**config.mk**
```make
export PLATFORM = sky130hd
export DESIGN_NAME = ohlc_bar_aggregator_top
export DESIGN_NICKNAME = d
export VERILOG_FILES = /design/src/design/ohlc_pkg.sv /design/src/design/ohlc_div.sv /design/src/design/ohlc_bar_aggregator_top.sv
export SDC_FILE = /design/constraint.sdc
export NUM_CORES = 2
export LEC_CHECK = 0
export ABC_AREA = 1
export BUFFER_PORTS_ARGS = -buffer_cell sky130_fd_sc_hd__buf_2
export CAP_MARGIN = 40
export CELL_PAD_IN_SITES_DETAIL_PLACEMENT = 1
export CELL_PAD_IN_SITES_GLOBAL_PLACEMENT = 1
export CORE_MARGIN = 2
export CORE_UTILIZATION = 42
export DETAILED_ROUTE_END_ITERATION = 6
export PLACE_DENSITY_LB_ADDON = 0.3
export SLEW_MARGIN = 20
export SYNTH_ARGS = -nofsm -noshare
export SYNTH_HDL_FRONTEND = slang
export SYNTH_HIERARCHICAL = 1
export SYNTH_SLANG_ARGS = --single-unit
export TNS_END_PERCENT = 50
```
**constraint.sdc**
```tcl
create_clock -name aclk -period 13.7 [get_ports aclk]
set_input_delay 4.11 -clock aclk [delete_from_list [all_inputs] [get_ports aclk]]
set_output_delay 4.11 -clock aclk [all_outputs]
set_load 0.005 [all_outputs]
```
**src/design/ohlc_pkg.sv**
```systemverilog
package ohlc_pkg;

    localparam int PRICE_W = 32;
    localparam int QTY_W   = 32;
    localparam int TS_W    = 48;
    localparam int ACC_W   = 48;
    localparam int SIZE_W  = 48;
    localparam int WIN_W   = 32;
    localparam int IVL_W   = 64;
    localparam int CFG_W   = 48;

    localparam logic [15:0]      MS_PER_MINUTE     = 16'd60000;
    localparam logic [WIN_W-1:0] HOLD_WINDOW_RESET = 32'd30000;

    typedef enum logic [2:0] {
        STAT_UPDATED = 3'd0,
        STAT_NEW_BAR = 3'd1,
        STAT_INVALID = 3'd2,
        STAT_HELD    = 3'd3,
        STAT_LATE    = 3'd4,
        STAT_IGNORED = 3'd5
    } status_t;

    localparam logic [1:0] KIND_TIME     = 2'd0;
    localparam logic [1:0] KIND_TICK     = 2'd1;
    localparam logic [1:0] KIND_VOLUME   = 2'd2;
    localparam logic [1:0] KIND_RESERVED = 2'd3;

    localparam logic OP_PRIMARY = 1'b0;
    localparam logic OP_AGG     = 1'b1;
    localparam logic SIDE_SELL  = 1'b1;

    localparam logic [1:0] CFG_BAR_KIND    = 2'd0;
    localparam logic [1:0] CFG_BAR_SIZE    = 2'd1;
    localparam logic [1:0] CFG_HOLD_ENABLE = 2'd2;
    localparam logic [1:0] CFG_HOLD_WINDOW = 2'd3;

    typedef enum logic [2:0] {
        ST_IDLE,
        ST_CHECK,
        ST_MUL,
        ST_DIV,
        ST_APPLY
    } state_t;

endpackage

```
**src/design/ohlc_div.sv**
```systemverilog
module ohlc_div
    import ohlc_pkg::*;
(
    input  logic             aclk,
    input  logic             aresetn,
    input  logic             start,
    input  logic [TS_W-1:0]  dividend,
    input  logic [IVL_W-1:0] divisor,
    output logic             done,
    output logic [TS_W-1:0]  remainder
);

    localparam int CNT_W = $clog2(TS_W);
    localparam logic [CNT_W-1:0] LAST = CNT_W'(TS_W - 1);

    logic             busy_reg;
    logic             done_reg;
    logic [CNT_W-1:0] cnt_reg;
    logic [TS_W-1:0]  dvd_reg;
    logic [TS_W-1:0]  rem_reg;

    logic [TS_W:0]    trial;
    logic             fits;

    // One restoring step per cycle: shift in the next dividend bit and subtract
    // the divisor when it fits.
    always_comb begin
        trial = {rem_reg, dvd_reg[TS_W-1]};
        fits  = {{(IVL_W-TS_W-1){1'b0}}, trial} >= divisor;
    end

    always_ff @(posedge aclk) begin
        if (!aresetn) begin
            busy_reg <= 1'b0;
            done_reg <= 1'b0;
            cnt_reg  <= '0;
        end else begin
            done_reg <= 1'b0;
            if (start) begin
                busy_reg <= 1'b1;
                cnt_reg  <= '0;
            end else if (busy_reg) begin
                cnt_reg <= cnt_reg + 1'b1;
                if (cnt_reg == LAST) begin
                    busy_reg <= 1'b0;
                    done_reg <= 1'b1;
                end
            end
        end
    end

    always_ff @(posedge aclk) begin
        if (start) begin
            dvd_reg <= dividend;
            rem_reg <= '0;
        end else if (busy_reg) begin
            dvd_reg <= {dvd_reg[TS_W-2:0], 1'b0};
            if (fits) begin
                rem_reg <= TS_W'({{(IVL_W-TS_W-1){1'b0}}, trial} - divisor);
            end else begin
                rem_reg <= trial[TS_W-1:0];
            end
        end
    end

    assign done      = done_reg;
    assign remainder = rem_reg;

endmodule

```
**src/design/ohlc_bar_aggregator_top.sv**
```systemverilog
// Sequence: a time-bar print that reaches the bucket step goes through check, interval
// multiply, 48 divider steps and update after acceptance; every other print goes
// through check and update.
// Flow: one print at a time; the next print is accepted only once the update has run,
// and the update waits for m_ready to free the output register when it is full.
// Reset (aresetn, synchronous, active low) clears the bar, the registers to their
// defaults and the output channel; the block is ready on the first cycle after reset.
module ohlc_bar_aggregator_top
    import ohlc_pkg::*;
(
    input  logic                    aclk,
    input  logic                    aresetn,

    input  logic                    cfg_wr_en,
    input  logic [1:0]              cfg_index,
    input  logic [CFG_W-1:0]        cfg_wdata,

    input  logic                    s_valid,
    output logic                    s_ready,
    input  logic                    s_operation,
    input  logic [PRICE_W-1:0]      s_price,
    input  logic [QTY_W-1:0]        s_quantity,
    input  logic                    s_side,
    input  logic [TS_W-1:0]         s_timestamp_ms,

    output logic                    m_valid,
    input  logic                    m_ready,
    output logic [2:0]              m_status,
    output logic                    m_bar_valid,
    output logic [TS_W-1:0]         m_bar_start,
    output logic [PRICE_W-1:0]      m_bar_open,
    output logic [PRICE_W-1:0]      m_bar_high,
    output logic [PRICE_W-1:0]      m_bar_low,
    output logic [PRICE_W-1:0]      m_bar_close,
    output logic [ACC_W-1:0]        m_bar_volume,
    output logic [ACC_W-1:0]        m_agg_volume,
    output logic signed [ACC_W-1:0] m_net_delta
);

    localparam logic [ACC_W-1:0] ACC_MAX = '1;
    localparam logic signed [ACC_W+1:0] DELTA_MAX = {3'b000, {(ACC_W-1){1'b1}}};
    localparam logic signed [ACC_W+1:0] DELTA_MIN = {3'b111, {(ACC_W-1){1'b0}}};

    // Saturating unsigned add of two accumulator-wide values.
    function automatic logic [ACC_W-1:0] sat_add(input logic [ACC_W-1:0] a,
                                                 input logic [ACC_W-1:0] b);
        logic [ACC_W:0] s;
        s = {1'b0, a} + {1'b0, b};
        return s[ACC_W] ? ACC_MAX : s[ACC_W-1:0];
    endfunction

    // Signed delta plus or minus an unsigned quantity, clamped to the 48-bit range.
    function automatic logic signed [ACC_W-1:0] delta_add(input logic signed [ACC_W-1:0] d,
                                                          input logic [QTY_W-1:0] q,
                                                          input logic sell);
        logic signed [ACC_W+1:0] de;
        logic signed [ACC_W+1:0] qe;
        logic signed [ACC_W+1:0] r;
        de = {{2{d[ACC_W-1]}}, d};
        qe = {{(ACC_W+2-QTY_W){1'b0}}, q};
        r  = sell ? de - qe : de + qe;
        if (r > DELTA_MAX) begin
            r = DELTA_MAX;
        end else if (r < DELTA_MIN) begin
            r = DELTA_MIN;
        end
        return r[ACC_W-1:0];
    endfunction

    // ------------------------------------------------------------------
    // Config registers. Writes must arrive only while the block is idle; unenforced.
    // ------------------------------------------------------------------
    logic [1:0]        bar_kind_reg;
    logic [SIZE_W-1:0] bar_size_reg;
    logic [WIN_W-1:0]  hold_window_reg;

    // Hold-for-history state. Writing hold_enable rearms it directly, so no
    // separate copy of the enable bit is kept.
    logic              awaiting_reg, awaiting_next;
    logic [TS_W-1:0]   wait_start_reg, wait_start_next;

    // Forming bar.
    logic                    have_bar_reg, have_bar_next;
    logic [TS_W-1:0]         cur_start_reg, cur_start_next;
    logic [PRICE_W-1:0]      cur_open_reg, cur_open_next;
    logic [PRICE_W-1:0]      cur_high_reg, cur_high_next;
    logic [PRICE_W-1:0]      cur_low_reg, cur_low_next;
    logic [PRICE_W-1:0]      cur_close_reg, cur_close_next;
    logic [ACC_W-1:0]        cur_volume_reg, cur_volume_next;
    logic [ACC_W-1:0]        cur_agg_reg, cur_agg_next;
    logic signed [ACC_W-1:0] cur_delta_reg, cur_delta_next;
    logic [ACC_W-1:0]        trade_count_reg, trade_count_next;

    // Sequencer and the captured transaction.
    state_t            state_reg, state_next;
    logic              in_op_reg;
    logic [PRICE_W-1:0] in_price_reg;
    logic [QTY_W-1:0]  in_qty_reg;
    logic              in_side_reg;
    logic [TS_W-1:0]   in_ts_reg;
    logic              early_reg, early_next;
    status_t           early_status_reg, early_status_next;
    logic [IVL_W-1:0]  interval_reg;

    // Output register that separates the work from the result channel.
    logic              m_valid_reg;
    status_t           m_status_reg;
    logic              m_bar_valid_reg;
    logic [TS_W-1:0]   m_bar_start_reg;
    logic [PRICE_W-1:0] m_bar_open_reg, m_bar_high_reg, m_bar_low_reg, m_bar_close_reg;
    logic [ACC_W-1:0]  m_bar_volume_reg, m_agg_volume_reg;
    logic signed [ACC_W-1:0] m_net_delta_reg;

    logic              in_fire;
    logic              apply_fire;
    logic              div_start;
    logic              div_done;
    logic [TS_W-1:0]   div_rem;
    logic [TS_W-1:0]   bucket;
    logic [SIZE_W-1:0] size_eff;
    status_t           status_next;

    assign s_ready = (state_reg == ST_IDLE);
    assign in_fire = s_valid && s_ready;

    // ------------------------------------------------------------------
    // Bucket start for time bars: the timestamp minus its remainder modulo the
    // interval. The divider walks the 48 timestamp bits, one per cycle, and is
    // the only long-latency unit in the block.
    // ------------------------------------------------------------------
    assign size_eff = (bar_size_reg == '0) ? SIZE_W'(1) : bar_size_reg;
    assign bucket   = in_ts_reg - div_rem;

    ohlc_div u_div (
        .aclk      (aclk),
        .aresetn   (aresetn),
        .start     (div_start),
        .dividend  (in_ts_reg),
        .divisor   (interval_reg),
        .done      (div_done),
        .remainder (div_rem)
    );

    // ------------------------------------------------------------------
    // Sequencer. CHECK settles the invalid, hold and ignore cases and decides
    // whether a bucket is needed; APPLY folds the print into the bar and loads
    // the output register once it is free.
    // ------------------------------------------------------------------
    always_ff @(posedge aclk) begin
        if (!aresetn) begin
            state_reg <= ST_IDLE;
        end else begin
            state_reg <= state_next;
        end
    end

    always_comb begin
        logic [TS_W-1:0] ws;
        logic [TS_W-1:0] since;
        logic            invalid;
        logic            held;
        ws      = '0;
        since   = '0;
        invalid = 1'b0;
        held    = 1'b0;

        state_next        = state_reg;
        awaiting_next     = awaiting_reg;
        wait_start_next   = wait_start_reg;
        early_next        = early_reg;
        early_status_next = early_status_reg;
        div_start         = 1'b0;
        apply_fire        = 1'b0;

        if (cfg_wr_en && cfg_index == CFG_HOLD_ENABLE) begin
            awaiting_next   = cfg_wdata[0];
            wait_start_next = '0;
        end

        case (state_reg)
            ST_IDLE: begin
                if (s_valid) begin
                    state_next = ST_CHECK;
                end
            end
            ST_CHECK: begin
                invalid = (in_price_reg == '0) || (in_qty_reg == '0) || (in_ts_reg == '0);
                if (!invalid && awaiting_reg) begin
                    ws              = (wait_start_reg == '0) ? in_ts_reg : wait_start_reg;
                    since           = in_ts_reg - ws;
                    held            = (in_ts_reg < ws) ||
                                      (since < {{(TS_W-WIN_W){1'b0}}, hold_window_reg});
                    wait_start_next = ws;
                    if (!held) begin
                        awaiting_next = 1'b0;
                    end
                end
                early_next        = 1'b1;
                early_status_next = STAT_UPDATED;
                state_next        = ST_APPLY;
                if (invalid) begin
                    early_status_next = STAT_INVALID;
                end else if (held) begin
                    early_status_next = STAT_HELD;
                end else if (bar_kind_reg == KIND_RESERVED) begin
                    early_status_next = STAT_IGNORED;
                end else if (in_op_reg == OP_PRIMARY && bar_kind_reg == KIND_VOLUME) begin
                    early_status_next = STAT_IGNORED;
                end else begin
                    early_next = 1'b0;
                    if (bar_kind_reg == KIND_TIME) begin
                        state_next = ST_MUL;
                    end
                end
            end
            ST_MUL: begin
                div_start  = 1'b1;
                state_next = ST_DIV;
            end
            ST_DIV: begin
                if (div_done) begin
                    state_next = ST_APPLY;
                end
            end
            ST_APPLY: begin
                if (!m_valid_reg || m_ready) begin
                    apply_fire = 1'b1;
                    state_next = ST_IDLE;
                end
            end
            default: begin
                state_next = ST_IDLE;
            end
        endcase
    end

    // ------------------------------------------------------------------
    // Bar update for a print that passed the early checks.
    // ------------------------------------------------------------------
    always_comb begin
        logic [TS_W-1:0]         start_v;
        logic                    same;
        logic                    late;
        logic [ACC_W-1:0]        agg_base;
        logic signed [ACC_W-1:0] delta_base;
        logic [ACC_W-1:0]        qty_w;
        start_v    = '0;
        same       = 1'b0;
        late       = 1'b0;
        agg_base   = cur_agg_reg;
        delta_base = cur_delta_reg;
        qty_w      = {{(ACC_W-QTY_W){1'b0}}, in_qty_reg};

        have_bar_next    = have_bar_reg;
        cur_start_next   = cur_start_reg;
        cur_open_next    = cur_open_reg;
        cur_high_next    = cur_high_reg;
        cur_low_next     = cur_low_reg;
        cur_close_next   = cur_close_reg;
        cur_volume_next  = cur_volume_reg;
        cur_agg_next     = cur_agg_reg;
        cur_delta_next   = cur_delta_reg;
        trade_count_next = trade_count_reg;
        status_next      = early_status_reg;

        if (!early_reg) begin
            if (in_op_reg == OP_PRIMARY) begin
                start_v = (bar_kind_reg == KIND_TIME) ? bucket : in_ts_reg;
                if (have_bar_reg) begin
                    if (bar_kind_reg == KIND_TIME) begin
                        late = start_v < cur_start_reg;
                        same = start_v == cur_start_reg;
                    end else begin
                        same = trade_count_reg < bar_size_reg;
                    end
                end
                if (late) begin
                    status_next = STAT_LATE;
                end else if (have_bar_reg && same) begin
                    if (in_price_reg > cur_high_reg) begin
                        cur_high_next = in_price_reg;
                    end
                    if (in_price_reg < cur_low_reg) begin
                        cur_low_next = in_price_reg;
                    end
                    cur_close_next  = in_price_reg;
                    cur_volume_next = sat_add(cur_volume_reg, qty_w);
                    if (bar_kind_reg == KIND_TICK) begin
                        trade_count_next = sat_add(trade_count_reg, ACC_W'(1));
                    end
                    status_next = STAT_UPDATED;
                end else begin
                    have_bar_next    = 1'b1;
                    cur_start_next   = start_v;
                    cur_open_next    = in_price_reg;
                    cur_high_next    = in_price_reg;
                    cur_low_next     = in_price_reg;
                    cur_close_next   = in_price_reg;
                    cur_volume_next  = qty_w;
                    cur_agg_next     = '0;
                    cur_delta_next   = '0;
                    trade_count_next = ACC_W'(1);
                    status_next      = STAT_NEW_BAR;
                end
            end else if (bar_kind_reg == KIND_VOLUME) begin
                // In volume mode the aggregated print owns the bar boundary.
                if (!have_bar_reg || cur_agg_reg >= bar_size_reg) begin
                    have_bar_next   = 1'b1;
                    cur_start_next  = in_ts_reg;
                    cur_open_next   = in_price_reg;
                    cur_high_next   = in_price_reg;
                    cur_low_next    = in_price_reg;
                    cur_volume_next = '0;
                    agg_base        = '0;
                    delta_base      = '0;
                    status_next     = STAT_NEW_BAR;
                end else begin
                    if (in_price_reg > cur_high_reg) begin
                        cur_high_next = in_price_reg;
                    end
                    if (in_price_reg < cur_low_reg) begin
                        cur_low_next = in_price_reg;
                    end
                    status_next = STAT_UPDATED;
                end
                cur_close_next = in_price_reg;
                cur_agg_next   = sat_add(agg_base, qty_w);
                cur_delta_next = delta_add(delta_base, in_qty_reg, in_side_reg == SIDE_SELL);
            end else if (!have_bar_reg) begin
                status_next = STAT_IGNORED;
            end else if (bar_kind_reg == KIND_TIME && bucket < cur_start_reg) begin
                status_next = STAT_LATE;
            end else begin
                // A print in a later bucket still adds to the current time bar.
                cur_agg_next   = sat_add(cur_agg_reg, qty_w);
                cur_delta_next = delta_add(cur_delta_reg, in_qty_reg, in_side_reg == SIDE_SELL);
                status_next    = STAT_UPDATED;
            end
        end
    end

    // ------------------------------------------------------------------
    // Control and bar state.
    // ------------------------------------------------------------------
    always_ff @(posedge aclk) begin
        if (!aresetn) begin
            bar_kind_reg     <= KIND_TIME;
            bar_size_reg     <= SIZE_W'(1);
            hold_window_reg  <= HOLD_WINDOW_RESET;
            awaiting_reg     <= 1'b0;
            wait_start_reg   <= '0;
            early_reg        <= 1'b0;
            early_status_reg <= STAT_UPDATED;
            have_bar_reg     <= 1'b0;
            cur_start_reg    <= '0;
            cur_open_reg     <= '0;
            cur_high_reg     <= '0;
            cur_low_reg      <= '0;
            cur_close_reg    <= '0;
            cur_volume_reg   <= '0;
            cur_agg_reg      <= '0;
            cur_delta_reg    <= '0;
            trade_count_reg  <= '0;
            m_valid_reg      <= 1'b0;
        end else begin
            if (cfg_wr_en) begin
                case (cfg_index)
                    CFG_BAR_KIND:    bar_kind_reg    <= cfg_wdata[1:0];
                    CFG_BAR_SIZE:    bar_size_reg    <= cfg_wdata[SIZE_W-1:0];
                    CFG_HOLD_WINDOW: hold_window_reg <= cfg_wdata[WIN_W-1:0];
                    default: begin
                    end
                endcase
            end
            awaiting_reg     <= awaiting_next;
            wait_start_reg   <= wait_start_next;
            early_reg        <= early_next;
            early_status_reg <= early_status_next;
            if (apply_fire) begin
                have_bar_reg    <= have_bar_next;
                cur_start_reg   <= cur_start_next;
                cur_open_reg    <= cur_open_next;
                cur_high_reg    <= cur_high_next;
                cur_low_reg     <= cur_low_next;
                cur_close_reg   <= cur_close_next;
                cur_volume_reg  <= cur_volume_next;
                cur_agg_reg     <= cur_agg_next;
                cur_delta_reg   <= cur_delta_next;
                trade_count_reg <= trade_count_next;
                m_valid_reg     <= 1'b1;
            end else if (m_ready) begin
                m_valid_reg <= 1'b0;
            end
        end
    end

    // Payload registers: the captured transaction, the interval and the result.
    always_ff @(posedge aclk) begin
        if (in_fire) begin
            in_op_reg    <= s_operation;
            in_price_reg <= s_price;
            in_qty_reg   <= s_quantity;
            in_side_reg  <= s_side;
            in_ts_reg    <= s_timestamp_ms;
        end
        if (state_reg == ST_MUL) begin
            // The product needs the full interval width for the largest bar sizes.
            interval_reg <= IVL_W'(size_eff) * IVL_W'(MS_PER_MINUTE);
        end
        if (apply_fire) begin
            m_status_reg     <= status_next;
            m_bar_valid_reg  <= have_bar_next;
            m_bar_start_reg  <= cur_start_next;
            m_bar_open_reg   <= cur_open_next;
            m_bar_high_reg   <= cur_high_next;
            m_bar_low_reg    <= cur_low_next;
            m_bar_close_reg  <= cur_close_next;
            m_bar_volume_reg <= cur_volume_next;
            m_agg_volume_reg <= cur_agg_next;
            m_net_delta_reg  <= cur_delta_next;
        end
    end

    assign m_valid      = m_valid_reg;
    assign m_status     = m_status_reg;
    assign m_bar_valid  = m_bar_valid_reg;
    assign m_bar_start  = m_bar_start_reg;
    assign m_bar_open   = m_bar_open_reg;
    assign m_bar_high   = m_bar_high_reg;
    assign m_bar_low    = m_bar_low_reg;
    assign m_bar_close  = m_bar_close_reg;
    assign m_bar_volume = m_bar_volume_reg;
    assign m_agg_volume = m_agg_volume_reg;
    assign m_net_delta  = m_net_delta_reg;

`ifndef NO_ASSERTIONS
    // A result appears only out of the update step.
    a_result_from_apply: assert property (@(posedge aclk) disable iff (!aresetn)
        $rose(m_valid_reg) |-> $past(state_reg == ST_APPLY))
        else $error("result transaction raised outside the update step");

    // The divider finishes only while the sequencer waits for it.
    a_div_done_in_div: assert property (@(posedge aclk) disable iff (!aresetn)
        div_done |-> state_reg == ST_DIV)
        else $error("divider finished outside the divide step");

    // Once a bar exists it never goes away.
    a_bar_persists: assert property (@(posedge aclk) disable iff (!aresetn)
        have_bar_reg |=> have_bar_reg)
        else $error("forming bar lost");

    // The bar low never exceeds the bar high.
    a_low_le_high: assert property (@(posedge aclk) disable iff (!aresetn)
        have_bar_reg |-> cur_low_reg <= cur_high_reg)
        else $error("bar low above bar high");
`endif

endmodule

```
[Word-level counts from Yosys, hierarchy flattened]
Index checks and enable logic that the tools add are counted.
Word-level totals
  bits in registers: 1109
  bits of input ports: 169
  output and inout port bits: 326
  logic and storage cells: 251
Cells by class
  add/subtract/negate cells: 12
  multiply operators: 1
  order comparisons: 13
  eq/ne operators: 16
  mux-type cells: 133
  bitwise operators: 5
  reduce and logical (&&, ||, !) cells: 31
Operators by type and width (number)
  $mux 48: 53
  $mux 32: 24
  $lt 48x48->1: 4
  $add 48x32->49: 3
  $logic_not 48->1: 3
  $sub 48x48->48: 3
  $gt 50x48->1 const B: 2
  $lt 50x48->1 const B: 2
  $mux 50: 2
  $add 48x33->49: 2
  $sub 48x33->49: 2
  $ge 49x64->1: 1
  $logic_not 32->1: 2
  $mul 48x11->59 const B: 1
  $mux 3: 18
  $add 48x1->49 const B: 1
  $eq 48x48->1: 1
  $ge 48x48->1: 1
  $lt 48x32->1: 1
  $mux 1: 35
  $gt 32x32->1: 1
  $lt 32x32->1: 1
  $pmux 3 s5: 1
  $eq 2x2->1 const B: 4
  20 further kinds: 43

[Depth between registers and ports, before layout]
  depth after elaboration: 14
  gate-level depth with buffers: 40
  gate-level depth less buffers: 38

[Hierarchy]
The synthesis kept the hierarchy.
Modules (own cells, without submodules)
  ohlc_bar_aggregator_top: times used 1, cells an instance 12227, area an instance 86284.0 sq um, sequential area each 25094.1 sq um
  ohlc_div: times used 1, cells an instance 1478, area an instance 8919.8 sq um, sequential area each 2562.5 sq um

[Least setup slack after synthesis]
No wires, ideal clock.
  path kind: input-to-reg
  from: input m_ready
  to: register cur_start_reg[38]
  arrival time: 13901 ps
  data required time: 13195 ps
  slack: -706 ps
  cell stages on the path: 7
  path buffers: 2
  cell sequence: nor2_1 -> inv_1 -> nand2_1 -> inv_1 -> clkbuf_1 -> clkbuf_1 -> a21oi_1
On the way
  word-level cells in the longest chain between the ends: 3
RTL lines
  start: declaration: line ohlc_bar_aggregator_top.sv:27  | input logic m_ready,
  $logic_or 1x1->1: line ohlc_bar_aggregator_top.sv:226  | if (!m_valid_reg || m_ready) begin
  $mux 1: line ohlc_bar_aggregator_top.sv:226
  $mux 1: line ohlc_bar_aggregator_top.sv:180  | case (state_reg)
  net apply_fire: line ohlc_bar_aggregator_top.sv:115  | logic apply_fire;
  end signal: assignment: line ohlc_bar_aggregator_top.sv:381  | cur_start_reg <= cur_start_next;
  end: declaration: line ohlc_bar_aggregator_top.sv:84  | logic [TS_W-1:0] cur_start_reg, cur_start_next;
The timed path passes the listed nets, and every way through them passes these cells.
A chain may end at the register's enable or synchronous reset.

[Final worst setup path]
  from: register in_ts_reg[13]
  to: register cur_delta_reg[2]
On the way
  word-level cells in the longest chain between the ends: 12
  elaborated cells on any way between the ends: 22
  classes of those cells: add/sub: 1; order compare: 2; eq/ne: 1; mux: 16; reduce/logical: 2
RTL lines
  start: declaration: line ohlc_bar_aggregator_top.sv:100  | logic [TS_W-1:0] in_ts_reg;
  start signal: assignment: line ohlc_bar_aggregator_top.sv:404  | in_ts_reg <= s_timestamp_ms;
  parallel branches: the longest is 10 deep, another holds $sub 48x48->48
  $mux 48 *: line ohlc_bar_aggregator_top.sv:267  | if (in_op_reg == OP_PRIMARY) begin
  $mux 48 *: line ohlc_bar_aggregator_top.sv:266  | if (!early_reg) begin
  end signal: assignment: line ohlc_bar_aggregator_top.sv:388  | cur_delta_reg <= cur_delta_next;
  end: declaration: line ohlc_bar_aggregator_top.sv:91  | logic signed [ACC_W-1:0] cur_delta_reg, cur_delta_next;
Every way passes the cells marked *. The select of a mux whose other input is x is not followed.

==> impl_summary.txt <==
----------------------------------------------------
[Global routing]
  GRT Total Usage ... 36.97%
  Wire length of the first global-routing pass ... between 600 and 700 mm
  GR Overflow Total ... 0
  Number of antenna violations at the first check in global routing ... 40
  Maximum number of pins on one net before global-route repair ... slightly below 200
  Vias in the first global route ... 103433

[Worst setup path]
  Required time reported for the critical path endpoint ... 14480 ps
  Highest fanout seen on the critical path ... 48
  Startpoint of the worst register-to-register path ... in_ts_reg[13]$_DFFE_PP_
  Most common cell type on the critical path ... nand2_1
  Highest cell delay on the worst timing path ... roughly 760 ps
  Crit path DAT ... 8990 ps
  Kind of critical path ... flip-flop to flip-flop
  Critical Path Start Type ... flip-flop
  Worst Setup SP ... in_ts_reg[13]$_DFFE_PP_
  Endpoint kind of the worst setup timing path ... flip-flop
  CP max stage cell ... buf_4

[Yosys]
  Unique masters post-synth ... 75
  Sequential-to-total area share from yosys stat ... a little under 30%
  EDFF count, synth ... about 550
  Post-synth ARST share ... 0%
  Post-synthesis instance area ... 0.09520 mm^2
  Flip-flop and latch count after synthesis ... 1109
  Leading cell types by total area after synthesis ... edfxtp_1 (17%), nand2_1 (13%), dfxtp_1 (12%)
  Largest area contributor in the synthesized netlist ... edfxtp_1
  Instance count of the mapped netlist ... ~14000
  Library cell with the highest instance count after synthesis ... nand2_1
  Post-Synthesis Mean Instance Area ... 6.947 um^2
  Post-synth top area share ... 17.19%
  Number of warnings issued by yosys ... 6
  Primary flip-flop cell chosen by synthesis mapping ... dfxtp_1
  Leading cell types by count after synthesis ... nand2_1 (3191), inv_1 (2072), a21oi_1 (1272)

[Power]
  Total power of the final layout ... 13.95 mW
  Switching power share of the total ... between 40% and 50%
  Cell Int Power ... 7.887 mW
  Switching power summed over all nets ... 6.064 mW
  Leakage component of the power ... 50.04 nW
  Share of power burned in registers ... 29.5%
  Portion of total power attributed to the clock network ... 28.0%
  Peak supply drop ... between 0.1 and 0.15 mV
  Fraction of power consumed by combinational cells ... 42.5%
  Power density normalized to cell area ... between 100 and 150 mW/mm^2

[Timing]
  Setup slack after layout ... 5490 ps
  Unrepaired setup endpoints after global routing ... false
  Final setup vio count ... 0
  Final count of hold timing violations ... 0
  Max-slew violation count ... 0
  Clock Skews ... 62.74 ps
  Tcrit/Tclk final ... about three fifths
  Worst slew margin relative to its limit ... 32.24%
  Time the final worst path needs with I/O delays and setup ... between 8000 and 9000 ps
  Maximum frequency from static timing analysis ... 121.8 MHz
  Post-route setup TNS ... 0 ps
  Least-Margin Pin Slew ... 1016 ps

[Layout]
  Post-synthesis to final-layout area growth ... 11.02%
  Fraction of layout cells with a size suffix above 1 ... 7.070%
  Net count of the finished layout ... between 15000 and 20000
  Final cell count without fillers ... about 17000
  Largest register FFs ... 59

[Clock network]
  Clock tree from TritonCTS ... done
  Number of buffers added to fix hold violations after cts ... 0
  Buffers inserted during post-CTS setup optimization ... 0
  Number of sinks handled by clock tree synthesis ... 1109
  Count of cells resized by post-cts repair ... 0
  Clk_lat worst skew ... 850 ps
  Clock slew at the register clock pins of the worst setup and hold paths ... 60 ps
  Maximum level of the CTS H-tree ... 4
  Number of CTS-inserted buffers ... ~140
  Clock root buffer ... clkbuf_16
  Max clock buf depth ... 3

[Floorplan]
  Number of placed I/O pins ... 495
  Initial standard-cell utilization of the core ... between 40% and 50%
  Die height ... 480.1 um
  Core region area ... 0.2251 mm^2
  Die X ... 480.1 um
  Site Rows ... 174
  Die area ... 0.2305 mm^2

[Placement]
  Placed Cells incl. Taps ... between 15000 and 20000
  Port Buf Inserts ... 494
  Post-placement worst setup slack ... 5440 ps
  Detailed placement HPWL ... 339.9 mm
  Routability congestion estimate from global placement ... between 1 and 1.5

[Drt]
  DR iter-0 viols ... 8539
  Pre-antenna DRT Iters ... 6
  Number of antenna-violating nets in the routed design ... 0
  Detailed-route DRC error count ... 0
  Final wirelength ... 438.4 mm
  Average wire per cell in the routed design ... 25.66 um
  Via count normalized by instance count ... 5.857
  Overall via count from detail_route ... 100050

[Worst hold path]
  Hold/Removal Path Class ... flip-flop to flip-flop
  Hold Path Origin ... hold_window_reg[20]$_SDFFE_PN0P_

[Status]
  Outcome ... completed

[Job]
  Number of maximum-capacitance constraint violations ... 0

----------------------------------------------------
worst max-delay path, delay by kind of cell, from the launching register on:
| family | cells | cell delay, ps |
|---|---|---|
| AOI/OAI and AO/OA | 6 | 1240 |
| DFF | 1 | 560 |
| adders and majority gates | 2 | 690 |
| and+or+nand+nor | 21 | 4130 |
| buffers and inverters | 7 | 1480 |
through the flow:
| step | utilization, % | cell area (um^2) | hold slack, ps |
|---|---|---|---|
| after floorplan | - | 95220 | 435.3 |
| after global placement | 44.48 | 100100 | 455.2 |
| after detailed placement | 44.72 | 100700 | 459.7 |
| after CTS | 46.81 | 105400 | 470.9 |
| after global routing | 46.94 | 105700 | 494.6 |
| final | 46.95 | 105700 | 464.6 |
metal layers:
layer / GRT usage (%) / share of wire, % / wire length (um)
met5: 0 / 0.031 / 138
met4: 20.64 / 6.3 / 27680
met3: 5.500 / 6.8 / 29620
met2: 59.26 / 45 / 197000
met1: 47.63 / 42 / 184000
cell families (layout without fill, tap and decap cells):
group,after synthesis,in the layout,synth area share (%)
adders and majority gates,996,996,14.90
xor gates and xnor gates,365,365,3.405
buffers and inverters,2624,2989,10.58
and+or+nand+nor,5573,5573,24.57
AOI/OAI and AO/OA,3034,3034,17.46
DFF,1109,1109,29.05
muxes,3,3,0.03154
other,1,21,0.003939
layout make-up:
class	instances	area, um^2
clock inverters	81	954.7
inverters	2095	7894
well taps	2992	3744
clock buffers	181	3759
diodes	16	40.04
fillers	29126	119400
repair buffers	632	4011
multi-input cells	9976	57630
flip-flops and latches	1109	27660
layout by cell type, fill, tap and decap left out, types with 103 or more instances in the layout:
master and instances:
xor2_1 223, nand4_1 206, a21oi_1 1272, edfxtp_1 545, clkbuf_16 141, o21ai_0 1069
dfxtp_1 563, buf_2 501, nor3_1 116, inv_1 2064, nand2_1 3183, xnor2_1 139
a31oi_1 103, nor2_1 994, nand3_1 840, ha_1 767, fa_1 229
final timing paths:
check / slack, ps / depth (start not counted) / endpoint
min: 460 / 2 / hold_window_reg[20]$_SDFFE_PN0P_
max: 5490 / 36 / cur_delta_reg[2]$_SDFFE_PN0P_
min reg2reg: 460 / 2 / hold_window_reg[20]$_SDFFE_PN0P_
max reg2reg: 5490 / 36 / cur_delta_reg[2]$_SDFFE_PN0P_
power groups by stage:
stage	combinational (mW)	sequential, mW	clock (mW)
after global placement	5.52	4.17	0
final	5.93	4.12	3.90
after detailed placement	5.78	4.18	0
after floorplan	3.86	4.05	0
after global routing	6.54	4.14	4.06
after CTS	5.83	4.11	3.95
Note: power is estimated with default switching activity, not from simulation.
